**src/rtl/core/dchpr_pkg.sv**
```systemverilog
package dchpr_pkg;

    // Field widths of the stream payload
    localparam int CMD_W  = 2;
    localparam int COL_W  = 1;
    localparam int ROW_W  = 9;
    localparam int HITS_W = 11;

    localparam int IN_DATA_W  = 16;   // command + column + row, padded to bytes
    localparam int OUT_DATA_W = 24;   // hit_found + column + row + count, padded

    // Geometry defaults
    localparam int ROWS_DEF   = 512;
    localparam int NUM_COLS   = 2;
    localparam int MAP_WORD_W = 32;                    // rows held per map word
    localparam int MAP_BIT_W  = $clog2(MAP_WORD_W);

    // Command codes
    localparam logic [CMD_W-1:0] CMD_SET     = 2'd0;
    localparam logic [CMD_W-1:0] CMD_READ    = 2'd1;
    localparam logic [CMD_W-1:0] CMD_INSPECT = 2'd2;

    // Request from the command stage into the hit map
    typedef struct packed {
        logic             set_en;    // mark the addressed pixel this cycle
        logic             read_en;   // clear the lowest hit this cycle
        logic [COL_W-1:0] col;
        logic [ROW_W-1:0] row;
    } map_req_t;

    // Lookup and priority search results from the hit map
    typedef struct packed {
        logic             pix_hit;   // addressed pixel in range and hit
        logic             pix_free;  // addressed pixel in range and not hit
        logic             rd_any;    // at least one hit stored
        logic [COL_W-1:0] rd_col;    // lowest hit, column-major
        logic [ROW_W-1:0] rd_row;
    } map_stat_t;

endpackage

```
**src/rtl/core/dchpr_map.sv**
```systemverilog
module dchpr_map #(
    parameter int ROWS = dchpr_pkg::ROWS_DEF
) (
    input  logic                 clk,
    input  logic                 rst_n,
    input  dchpr_pkg::map_req_t  req,
    output dchpr_pkg::map_stat_t stat
);
    import dchpr_pkg::*;

    // Map words per column; at least two so the word index has a bit
    localparam int NW_RAW = (ROWS + MAP_WORD_W - 1) / MAP_WORD_W;
    localparam int NW     = (NW_RAW < 2) ? 2 : NW_RAW;
    localparam int WIDX_W = $clog2(NW);
    localparam int RX_W   = WIDX_W + MAP_BIT_W;

    logic [MAP_WORD_W-1:0] map_reg [NUM_COLS][NW];

    // Pixel addressed by set / inspect
    logic [RX_W-1:0]       row_x;
    logic [WIDX_W-1:0]     widx_p;
    logic [MAP_BIT_W-1:0]  bit_p;
    logic                  in_range;
    logic [MAP_WORD_W-1:0] word_p;
    logic                  pix_bit;

    assign row_x    = RX_W'(req.row);
    assign widx_p   = row_x[RX_W-1:MAP_BIT_W];
    assign bit_p    = row_x[MAP_BIT_W-1:0];
    assign in_range = 32'(req.row) < 32'(ROWS);
    assign word_p   = map_reg[req.col][widx_p];
    assign pix_bit  = word_p[bit_p];

    // Per-word occupancy summary for both columns
    logic [NW-1:0] sum0;
    logic [NW-1:0] sum1;

    always_comb
    begin
        for (int w = 0; w < NW; w++)
        begin
            sum0[w] = |map_reg[0][w];
            sum1[w] = |map_reg[1][w];
        end
    end

    // Priority search: column 0 first, then lowest word, then lowest bit
    logic                  rd_any;
    logic [COL_W-1:0]      rd_col;
    logic [NW-1:0]         sum_sel;
    logic [NW-1:0]         sum_low;
    logic [WIDX_W-1:0]     widx_r;
    logic [MAP_WORD_W-1:0] word_r;
    logic [MAP_WORD_W-1:0] word_low;
    logic [MAP_BIT_W-1:0]  bit_r;

    assign rd_any   = (|sum0) | (|sum1);
    assign rd_col   = COL_W'(~|sum0);
    assign sum_sel  = (|sum0) ? sum0 : sum1;
    assign sum_low  = sum_sel & (~sum_sel + NW'(1));
    assign word_r   = map_reg[rd_col][widx_r];
    assign word_low = word_r & (~word_r + MAP_WORD_W'(1));

    // One-hot to index encoders
    always_comb
    begin
        widx_r = '0;
        for (int j = 0; j < NW; j++)
        begin
            if (sum_low[j])
                widx_r = widx_r | WIDX_W'(j);
        end
    end

    always_comb
    begin
        bit_r = '0;
        for (int j = 0; j < MAP_WORD_W; j++)
        begin
            if (word_low[j])
                bit_r = bit_r | MAP_BIT_W'(j);
        end
    end

    assign stat.pix_hit  = in_range & pix_bit;
    assign stat.pix_free = in_range & ~pix_bit;
    assign stat.rd_any   = rd_any;
    assign stat.rd_col   = rd_col;
    assign stat.rd_row   = ROW_W'({widx_r, bit_r});

    // Map update: set marks one bit, read clears the lowest bit of the found word
    always_ff @(posedge clk or negedge rst_n)
    begin
        if (!rst_n)
        begin
            for (int c = 0; c < NUM_COLS; c++)
            begin
                for (int w = 0; w < NW; w++)
                    map_reg[c][w] <= '0;
            end
        end
        else if (req.set_en && in_range && !pix_bit)
        begin
            map_reg[req.col][widx_p][bit_p] <= 1'b1;
        end
        else if (req.read_en && rd_any)
        begin
            map_reg[rd_col][widx_r] <= word_r & (word_r - MAP_WORD_W'(1));
        end
    end

endmodule

```
**src/rtl/core/double_column_hit_priority_readout_unit.sv**
```systemverilog
// Hit map for one double column (two columns by ROWS rows) with priority
// readout. Each command on the input stream yields exactly one result: set
// marks a pixel, read returns and clears the lowest stored hit (column 0
// first, then rising row), inspect reports one pixel without changing it; all
// results carry the number of hits left. The unit takes one command per clock
// while the output is not stalled; a command waits in the input register, then
// the map lookup and priority search run in a single pass into the output
// register. The map is cleared by reset and ready at once.
module double_column_hit_priority_readout_unit #(
    parameter int ROWS = dchpr_pkg::ROWS_DEF
) (
    input  logic                                clk,
    input  logic                                rst_n,
    input  logic                                s_axis_tvalid,
    output logic                                s_axis_tready,
    // [1:0] command, [2] column, [11:3] row, [15:12] zero
    input  logic [dchpr_pkg::IN_DATA_W-1:0]     s_axis_tdata,
    output logic                                m_axis_tvalid,
    input  logic                                m_axis_tready,
    // [0] hit_found, [1] out_column, [10:2] out_row, [21:11] hits_remaining,
    // [23:22] zero
    output logic [dchpr_pkg::OUT_DATA_W-1:0]    m_axis_tdata
);
    import dchpr_pkg::*;

    localparam int CNT_W = $clog2(2 * ROWS + 1);
    localparam int OUT_USED_W = 1 + COL_W + ROW_W + HITS_W;

    // Input register
    logic             in_valid_reg;
    logic [CMD_W-1:0] in_cmd_reg;
    logic [COL_W-1:0] in_col_reg;
    logic [ROW_W-1:0] in_row_reg;

    // Output register
    logic                  out_valid_reg;
    logic [OUT_USED_W-1:0] out_data_reg;
    logic [OUT_USED_W-1:0] out_data_next;

    // Hit counter
    logic [CNT_W-1:0] count_reg;
    logic [CNT_W-1:0] count_next;

    logic      advance;
    logic      in_xfer;
    map_req_t  mreq;
    map_stat_t mstat;

    assign advance       = in_valid_reg && (!out_valid_reg || m_axis_tready);
    assign s_axis_tready = !in_valid_reg || advance;
    assign in_xfer       = s_axis_tvalid && s_axis_tready;

    // Input register
    always_ff @(posedge clk or negedge rst_n)
    begin
        if (!rst_n)
            in_valid_reg <= 1'b0;
        else if (in_xfer)
            in_valid_reg <= 1'b1;
        else if (advance)
            in_valid_reg <= 1'b0;
    end

    always_ff @(posedge clk)
    begin
        if (in_xfer)
        begin
            in_cmd_reg <= s_axis_tdata[CMD_W-1:0];
            in_col_reg <= s_axis_tdata[CMD_W +: COL_W];
            in_row_reg <= s_axis_tdata[CMD_W + COL_W +: ROW_W];
        end
    end

    // Map request, updates only when the command moves on
    assign mreq.set_en  = advance && (in_cmd_reg == CMD_SET);
    assign mreq.read_en = advance && (in_cmd_reg == CMD_READ);
    assign mreq.col     = in_col_reg;
    assign mreq.row     = in_row_reg;

    dchpr_map #(
        .ROWS (ROWS)
    ) u_map (
        .clk   (clk),
        .rst_n (rst_n),
        .req   (mreq),
        .stat  (mstat)
    );

    // Hit count after this command
    assign count_next = count_reg
                      + CNT_W'(mreq.set_en && mstat.pix_free)
                      - CNT_W'(mreq.read_en && mstat.rd_any);

    always_ff @(posedge clk or negedge rst_n)
    begin
        if (!rst_n)
            count_reg <= '0;
        else if (advance)
            count_reg <= count_next;
    end

    // Result formatting
    always_comb
    begin
        unique case (in_cmd_reg)
            CMD_READ:
            begin
                out_data_next = {HITS_W'(count_next),
                                 mstat.rd_any ? mstat.rd_row : ROW_W'(0),
                                 mstat.rd_any ? mstat.rd_col : COL_W'(0),
                                 mstat.rd_any};
            end
            CMD_INSPECT:
            begin
                out_data_next = {HITS_W'(count_next), in_row_reg, in_col_reg,
                                 mstat.pix_hit};
            end
            default:
            begin
                // set and the unused code: echo, nothing found
                out_data_next = {HITS_W'(count_next), in_row_reg, in_col_reg, 1'b0};
            end
        endcase
    end

    // Output register
    always_ff @(posedge clk or negedge rst_n)
    begin
        if (!rst_n)
            out_valid_reg <= 1'b0;
        else if (advance)
            out_valid_reg <= 1'b1;
        else if (m_axis_tready)
            out_valid_reg <= 1'b0;
    end

    always_ff @(posedge clk)
    begin
        if (advance)
            out_data_reg <= out_data_next;
    end

    assign m_axis_tvalid = out_valid_reg;
    assign m_axis_tdata  = OUT_DATA_W'(out_data_reg);

    // Checks
    a_count_bound: assert property (@(posedge clk) disable iff (!rst_n)
        32'(count_reg) <= 2 * ROWS)
        else $error("hit count above map size");

    a_empty_read: assert property (@(posedge clk) disable iff (!rst_n)
        (mreq.read_en && !mstat.rd_any) |-> (count_reg == '0))
        else $error("read found no hit while count is nonzero");

    a_read_dec: assert property (@(posedge clk) disable iff (!rst_n)
        (mreq.read_en && mstat.rd_any) |=> (count_reg == $past(count_reg) - CNT_W'(1)))
        else $error("read of a hit did not lower the count");

    a_inspect_hold: assert property (@(posedge clk) disable iff (!rst_n)
        (advance && in_cmd_reg == CMD_INSPECT) |=> $stable(count_reg))
        else $error("inspect changed the hit count");

endmodule
```
**config.mk**
```make
export PLATFORM = sky130hd
export DESIGN_NAME = double_column_hit_priority_readout_unit
export DESIGN_NICKNAME = d
export VERILOG_FILES = /design/src/rtl/core/dchpr_pkg.sv /design/src/rtl/core/dchpr_map.sv /design/src/rtl/core/double_column_hit_priority_readout_unit.sv
export SDC_FILE = /design/constraint.sdc
export NUM_CORES = 2
export LEC_CHECK = 0
export BUFFER_PORTS_ARGS = -buffer_cell sky130_fd_sc_hd__buf_2
export CAP_MARGIN = 10
export CORE_ASPECT_RATIO = 1.4
export CORE_MARGIN = 2
export CORE_UTILIZATION = 30
export DETAILED_ROUTE_END_ITERATION = 12
export SYNTH_ARGS = -nofsm -noshare
export SYNTH_HDL_FRONTEND = slang
export SYNTH_SLANG_ARGS = --single-unit
```
**constraint.sdc**
```tcl
create_clock -name clk -period 15 [get_ports clk]
set_input_delay 3 -clock clk [delete_from_list [all_inputs] [get_ports clk]]
set_output_delay 3 -clock clk [all_outputs]
set_load 0.02 [all_outputs]
```
**Yosys cells after proc, flatten, opt, wreduce, memory -nomap -nowiden**

Index checks and enable logic that the tools add are counted.

- Flip-flop bits (word level): 1071
- Input bits: 20
- Output and inout port bits: 26

- $add $sub $neg: 5
- $lt $le $gt $ge: 10
- Equal/unequal tests: 2
- Multiplexer cells: 84
- Bitwise logic cells: 12
- Reductions and logical operators: 56

Operators with widths:

| kind | number |
|---|---|
| $mux W512 | 8 |
| $mux W1024 | 3 |
| $bwmux W1024 | 1 |
| $demux W512 S1 | 2 |
| $or A1024 B1024 Y1024 | 1 |
| $reduce_or A32 Y1 | 32 |
| $reduce_or A512 Y1 | 2 |
| $bmux W32 S4 | 2 |
| $demux W32 S4 | 2 |
| $mux W32 | 6 |
| $mux W5 | 16 |
| $and A32 B32 Y32 | 2 |
| $mux W4 | 16 |
| $add A32 B1 Y32 const B | 1 |
| $not A32 Y32 | 1 |
| $sub A32 B1 Y32 const B | 1 |
| $mux W3 | 8 |
| $pmux W11 S2 | 1 |
| $add A16 B1 Y16 const B | 1 |
| $and A16 B16 Y16 | 1 |
| $mux W16 | 1 |
| $not A16 Y16 | 1 |
| $logic_and A1 B1 Y1 | 12 |
| $add A11 B1 Y11 | 1 |
| other kinds (22) | 47 |

**Logic depth before layout (Yosys ltp)**

- Depth after elaboration: 60
- Depth in mapped cells: 37
- Mapped depth without buffers: 26

**Cells and area by module**

From an unflattened synthesis, not the netlist that was laid out.

- Cells, all modules: 6296
- Area, all modules: 63557.2 um^2

By module, submodules not included:

| module | times used | cells each | area an instance (um^2) | sequential area each (um^2) |
|---|---|---|---|---|
| dchpr_map | 1 | 6105 | 61159.9 | 25624.6 |
| double_column_hit_priority_readout_unit | 1 | 191 | 2397.3 | 1346.3 |

**Least setup slack after synthesis**

No wires, ideal clock.

- Path type: register to register
- From: reg in_col_reg
- To: reg out_data_reg[21] (data pin)
- Data arrival time: 7.281 ns
- Required time: 14.734 ns
- Slack: 7.454 ns
- Cell stages (with the launch flop): 35
- Path buffers: 11
- Period minus slack after synthesis: 7.546 ns
- Path through: edfxtp_1 clkbuf_1 clkbuf_1 clkbuf_1 clkbuf_1 buf_1 mux4_2 mux2i_1 o22ai_1 o311ai_0 o311ai_0 o311ai_0 o2111ai_1 or2_2 clkbuf_1 buf_2 clkbuf_1 clkbuf_1 clkbuf_1 buf_1 ha_1 ha_1 inv_1 fa_1 inv_1 a21oi_1 o21bai_1 a21oi_1 o21bai_1 a21oi_1 nor2_1 o21ai_0 nand2b_1 a21oi_1 xnor2_1

- Cells in the longest elaborated chain, start to end: 13

Ends and longest elaborated chain:

| element | line | source |
|---|---|---|
| start, declared | double_column_hit_priority_readout_unit.sv:32 | `logic [COL_W-1:0] in_col_reg;` |
| start signal, assigned | double_column_hit_priority_readout_unit.sv:69 | `in_col_reg <= s_axis_tdata[CMD_W +: COL_W];` |
| $not A1 Y2 (implied by the code) | dchpr_map.sv:31 | `assign word_p = map_reg[req.col][widx_p];` |
| $mux W512 (implied by the code) (3 in a row) | dchpr_map.sv:31 |  |
| $bmux W32 S4 | dchpr_map.sv:31 |  |
| $mux W32 (implied by the code) (2 in a row) | dchpr_map.sv:31 |  |
| $bmux W1 S5 | dchpr_map.sv:32 | `assign pix_bit = word_p[bit_p];` |
| $mux W1 (implied by the code) | dchpr_map.sv:32 |  |
| $not A1 Y1 | dchpr_map.sv:86 | `assign stat.pix_free = in_range & ~pix_bit;` |
| $logic_and A1 B1 Y1 | double_column_hit_priority_readout_unit.sv:91 | `+ CNT_W'(mreq.set_en && mstat.pix_free)` |
| $add A11 B1 Y11 | double_column_hit_priority_readout_unit.sv:91 |  |
| $sub A11 B1 Y11 | double_column_hit_priority_readout_unit.sv:92 | `- CNT_W'(mreq.read_en && mstat.rd_any);` |
| named net count_next[10] | double_column_hit_priority_readout_unit.sv:42 | `logic [CNT_W-1:0] count_next;` |
| end signal, assigned | double_column_hit_priority_readout_unit.sv:140 | `out_data_reg <= out_data_next;` |
| end, declared | double_column_hit_priority_readout_unit.sv:37 | `logic [OUT_USED_W-1:0] out_data_reg;` |

The timed path passes the listed nets, and every way through them passes these cells. The select of a mux whose other input is x is not followed.
A chain may end at the register's enable or synchronous reset.

**Final worst setup path**

- From: reg u_map.map_reg[793] (netlist bit)
- To: reg out_data_reg[3] (data pin)

- Cells in the longest elaborated chain, start to end: 59
- Elaborated cells on any way between the ends: 66
- Those cells by class: add/sub (2); mux (54); bitwise (7); reduce/logical (3)

Ends and longest elaborated chain:

| element | line | source |
|---|---|---|
| start, declared | dchpr_map.sv:17 | `logic [MAP_WORD_W-1:0] map_reg [NUM_COLS][NW];` |
| start signal, assigned by index | dchpr_map.sv:108 | `map_reg[rd_col][widx_r] <= word_r & (word_r - MAP_WORD_W'(1));` |
| $reduce_or A512 Y1 | dchpr_map.sv:57, dchpr_map.sv:58, dchpr_map.sv:59 |  |
| $mux W16 | dchpr_map.sv:59 | `assign sum_sel = (\|sum0) ? sum0 : sum1;` |
| $not A16 Y16 | dchpr_map.sv:60 | `assign sum_low = sum_sel & (~sum_sel + NW'(1));` |
| $add A16 B1 Y16 | dchpr_map.sv:60 |  |
| $and A16 B16 Y16 | dchpr_map.sv:60 |  |
| $mux W1 | dchpr_map.sv:70 | `if (sum_low[j])` |
| $mux W2 (2 in a row) | dchpr_map.sv:70 |  |
| $mux W3 (4 in a row) | dchpr_map.sv:70 |  |
| [... 14 more ...] | - |  |
| $and A32 B32 Y32 | dchpr_map.sv:62 | `assign word_low = word_r & (~word_r + MAP_WORD_W'(1));` |
| $mux W2 (2 in a row) | dchpr_map.sv:80 | `if (word_low[j])` |
| $mux W3 (4 in a row) | dchpr_map.sv:80 |  |
| $mux W4 (8 in a row) | dchpr_map.sv:80 |  |
| $mux W5 (16 in a row) | dchpr_map.sv:80 |  |
| $mux W9 * | double_column_hit_priority_readout_unit.sv:109 | `mstat.rd_any ? mstat.rd_row : ROW_W'(0),` |
| $pmux W11 S2 * | double_column_hit_priority_readout_unit.sv:105 | `unique case (in_cmd_reg)` |
| named net out_data_next[3] | double_column_hit_priority_readout_unit.sv:38 | `logic [OUT_USED_W-1:0] out_data_next;` |

Mark *: on every way through the listed nets, which the timed path passes. The rest lies on a longest branch. The select of a mux whose other input is x is not followed.

==> summary.md <==
| Metric | Value |
|---|---|
| Outcome | `complete, but fails checks` |
| Failing checks | `max-capacitance violations, max-slew violations` |
| Die extent in x | `395.2 um` |
| Minimum clock period | `12.76 ns` |
| Number of setup violations in the final report | `0` |
| Area Overhead vs Synth | `12.18%` |
| Setup Total Neg Slack | `0 ns` |
| Max reg flops | `1024` |
| Clk Latency, worst-skew pair | `0.81 ns` |
| Crit path required time | `15.44 ns` |
| #FFs+latches synth | `1071` |
| Flop-to-flop setup slack | `2.24 ns` |
| Yosys warns | `0` |
| Post-synth ARST share | `96.83%` |
| First-pass GRT wire length | `563.1 mm` |
| Input/output buffers | `39` |
| Post-CTS Resized | `0` |
| Number of global-route vias before repair | `65300` |
| Hold Path Depth | `1` |
| Avg Inst Size Synth | `8.904 sq um` |
| Largest net degree at the start of global routing | `174` |
| Fin crit share | `85.04%` |
| Netlist Area Pre-Place | `64290 sq um` |
| Crit path kind | `flop to flop` |
| Reg2reg start | `u_map.map_reg[793]` |
| Iter 0 DRT Violations | `11500` |
| Peak supply drop | `0.00009160 V` |
| H-Tree Depth | `3` |
| Number of buffers created by CTS | `112` |
| Top cell type by total area after synthesis | `dfrtp_1` |
| Worst Max-Slew Pin Slew | `1.539 ns` |
| Worst-path clk slew | `0.06 ns` |
| GP Congestion | `1.050` |
| Clk_skew | `0.04077 ns` |
| # rows | `201` |
| Synth unique cells | `100` |
| Crit path max fanout | `31` |
| ANT nets after route | `0` |
| Residual overflow from global routing | `0` |
| DP HPWL | `290.0 mm` |
| Pwr dens | `116.9 nW/um^2` |
| Top post-synthesis cells by area | `dfrtp_1 (40%), a21oi_1 (16%), mux4_2 (9.0%)` |
| Leakage Power | `28.79 nW` |
| Critical Path Source Type | `flop` |
| Filler cells | `21930` |
| Initial core utilization | `30.11%` |
| Initial antenna violation count | `29` |
| Top FF cell, synth | `dfrtp_1` |
| Clock sinks | `1071` |
| Worst hold path endpoint | `m_axis_tvalid` |
| Comb pwr share | `24.1%` |
| Reg2Reg Depth | `18` |
| CTS Hold Bufs | `0` |
| RSZ-0062 raised after global routing | `false` |
| Drt first pass iters | `6` |
| Top cells by count, synth | `a21oi_1 (2042), dfrtp_1 (1037), o21ai_0 (734), clkbuf_1 (508), nor2_1 (442)` |
| Sequential Area | `26970 sq um` |
| Fin area | `72120 sq um` |
| Part of the power in registers | `38.2%` |
| # DRC | `0` |
| IO Count | `46` |
| Crit. End Element | `flop` |
| Multi-input gate area | `34880 sq um` |
| Slew Viols, Final | `3` |
| Clock Power Share | `37.7%` |
| Total GRT Usage | `36.98%` |
| Post-synth top area share | `40.36%` |
| Core area | `213500 sq um` |
| Rel. slew slack | `-2.928%` |
| DR WL/cell | `41.68 um` |
| Clock Tree Root | `clkbuf_16` |
| Int Pwr | `0.005316 W` |
| Post-synth EDFFs | `34` |
| Via Count | `69690` |
| Max Fclk | `0.07839 GHz` |
| Vias/cell | `7.037` |
| Post-CTS Setup Bufs | `0` |
| Nets@finish | `6978` |
| Placed cell areas | `67840 sq um` |
| Max Cap Viol | `2` |
| CTS tree | `yes` |
| Placed cell count | `9656` |
| Count leader, synth | `a21oi_1` |
| Fin cells | `9903` |
| Seq/Total Area, Yosys | `41.95%` |
| Die height | `551.7 um` |
| HP Start | `in_valid_reg` |
| Switching share of power | `36.93%` |
| Die ar. | `218100 sq um` |
| FF-to-FF End | `out_data_reg[3]` |
| Share of cells above drive strength 1 | `13.26%` |
| Worst min path class | `flop to flop` |
| Hold violation count in the final report | `0` |
| Sw Pwr | `0.003113 W` |
| Clock buffer depth | `3` |
| Worst EP arrival | `13.19 ns` |
| Post-Synthesis Cells | `7220` |
| WL final | `412.7 mm` |
| Tot Pwr | `0.008429 W` |
[power groups by stage]
stage	Sequential, W	Combinational (W)	Clock (W)
4_1_cts	0.00320	0.00194	0.00319
3_3_place_gp	0.00325	0.00192	0
3_5_place_dp	0.00325	0.00193	0
5_1_grt	0.00322	0.00206	0.00330
2_1_floorplan	0.00320	0.00100	0
6_report	0.00322	0.00203	0.00318
[cell usage in the layout (no fill, tap or decap), drive strengths merged, types with 79 or more instances in the layout]
cell type / Yosys / routed
a21oi: 2042 / 2042
o21ai: 773 / 773
buf: 184 / 295
o22ai: 128 / 128
inv: 76 / 87
mux2i: 170 / 170
nand2: 269 / 269
nand4: 79 / 79
dfrtp: 1037 / 1037
nor4: 280 / 280
mux4: 257 / 257
nand3: 101 / 101
nor2: 443 / 443
clkbuf: 508 / 159
a22oi: 113 / 113
nor3: 89 / 89
[area by class of cell]
| cell class | count | share of cell area (%) |
|---|---|---|
| multi-input combinational | 5380 | 48.36 |
| sequential | 1071 | 37.40 |
| tap | 2842 | 4.930 |
| clock buffer | 155 | 4.472 |
| timing repair buffer | 299 | 3.258 |
| clock inverter | 54 | 1.089 |
| inverter | 78 | 0.4059 |
| antenna | 24 | 0.08327 |
[kinds of logic after synthesis]
| kind of cell | Yosys count | synth area share [%] |
|---|---|---|
| other cells | 1 | 0.005833 |
| simple gates | 1469 | 11.44 |
| fa+ha+maj | 16 | 0.3231 |
| buf+inv | 770 | 4.811 |
| xor+xnor | 10 | 0.1362 |
| flops | 1071 | 41.95 |
| mux | 441 | 11.89 |
| compound gates | 3442 | 29.44 |
[per-stage QoR]
step	util (%)	hold WS (ns)	worst slack (ns)
detailed placement	31.77	0.4849	3.600
global placement	31.77	0.4706	3.660
global route	33.76	0.5236	2.811
finish	33.78	0.4978	2.244
floorplan	-	0.4523	7.454
CTS	33.65	0.5000	3.564
[worst max-delay path by stage]
stage,startpoint,end,depth (start not counted)
finish,u_map.map_reg[793],out_data_reg[3],18
global route,u_map.map_reg[793],out_data_reg[3],18
floorplan,in_col_reg,out_data_reg[21],34
global placement,u_map.map_reg[634],u_map.map_reg[190],18
CTS,u_map.map_reg[793],u_map.map_reg[190],19
detailed placement,u_map.map_reg[793],u_map.map_reg[190],19
[metal layers]
layer | wire length, um | global-route usage, % | vias up
met5 | 80 | 0.1089 | -
met4 | 53700 | 37.35 | 12
met3 | 42680 | 9.571 | 1775
met2 | 181500 | 57.14 | 5966
met1 | 134700 | 40.63 | 34990
li1 | - | - | 26950
[worst max-delay path: stages (launching register included)]
cell and delay [ns]:
dfrtp_1 0.54, nor4_1 0.84, nand4_1 0.72, nor4_1 0.46, buf_4 0.24, and3_1 0.75
nand3_4 0.51, buf_4 0.52, o221a_2 0.59, a211oi_4 0.74, nand2_2 0.76, nand2_1 0.86
o32ai_1 0.19, a211o_1 0.47, nor3_1 0.67, nand4_1 0.99, nor4_1 1.24, a221oi_1 0.26
a32oi_1 0.89
(Power assumes the default switching activity.)
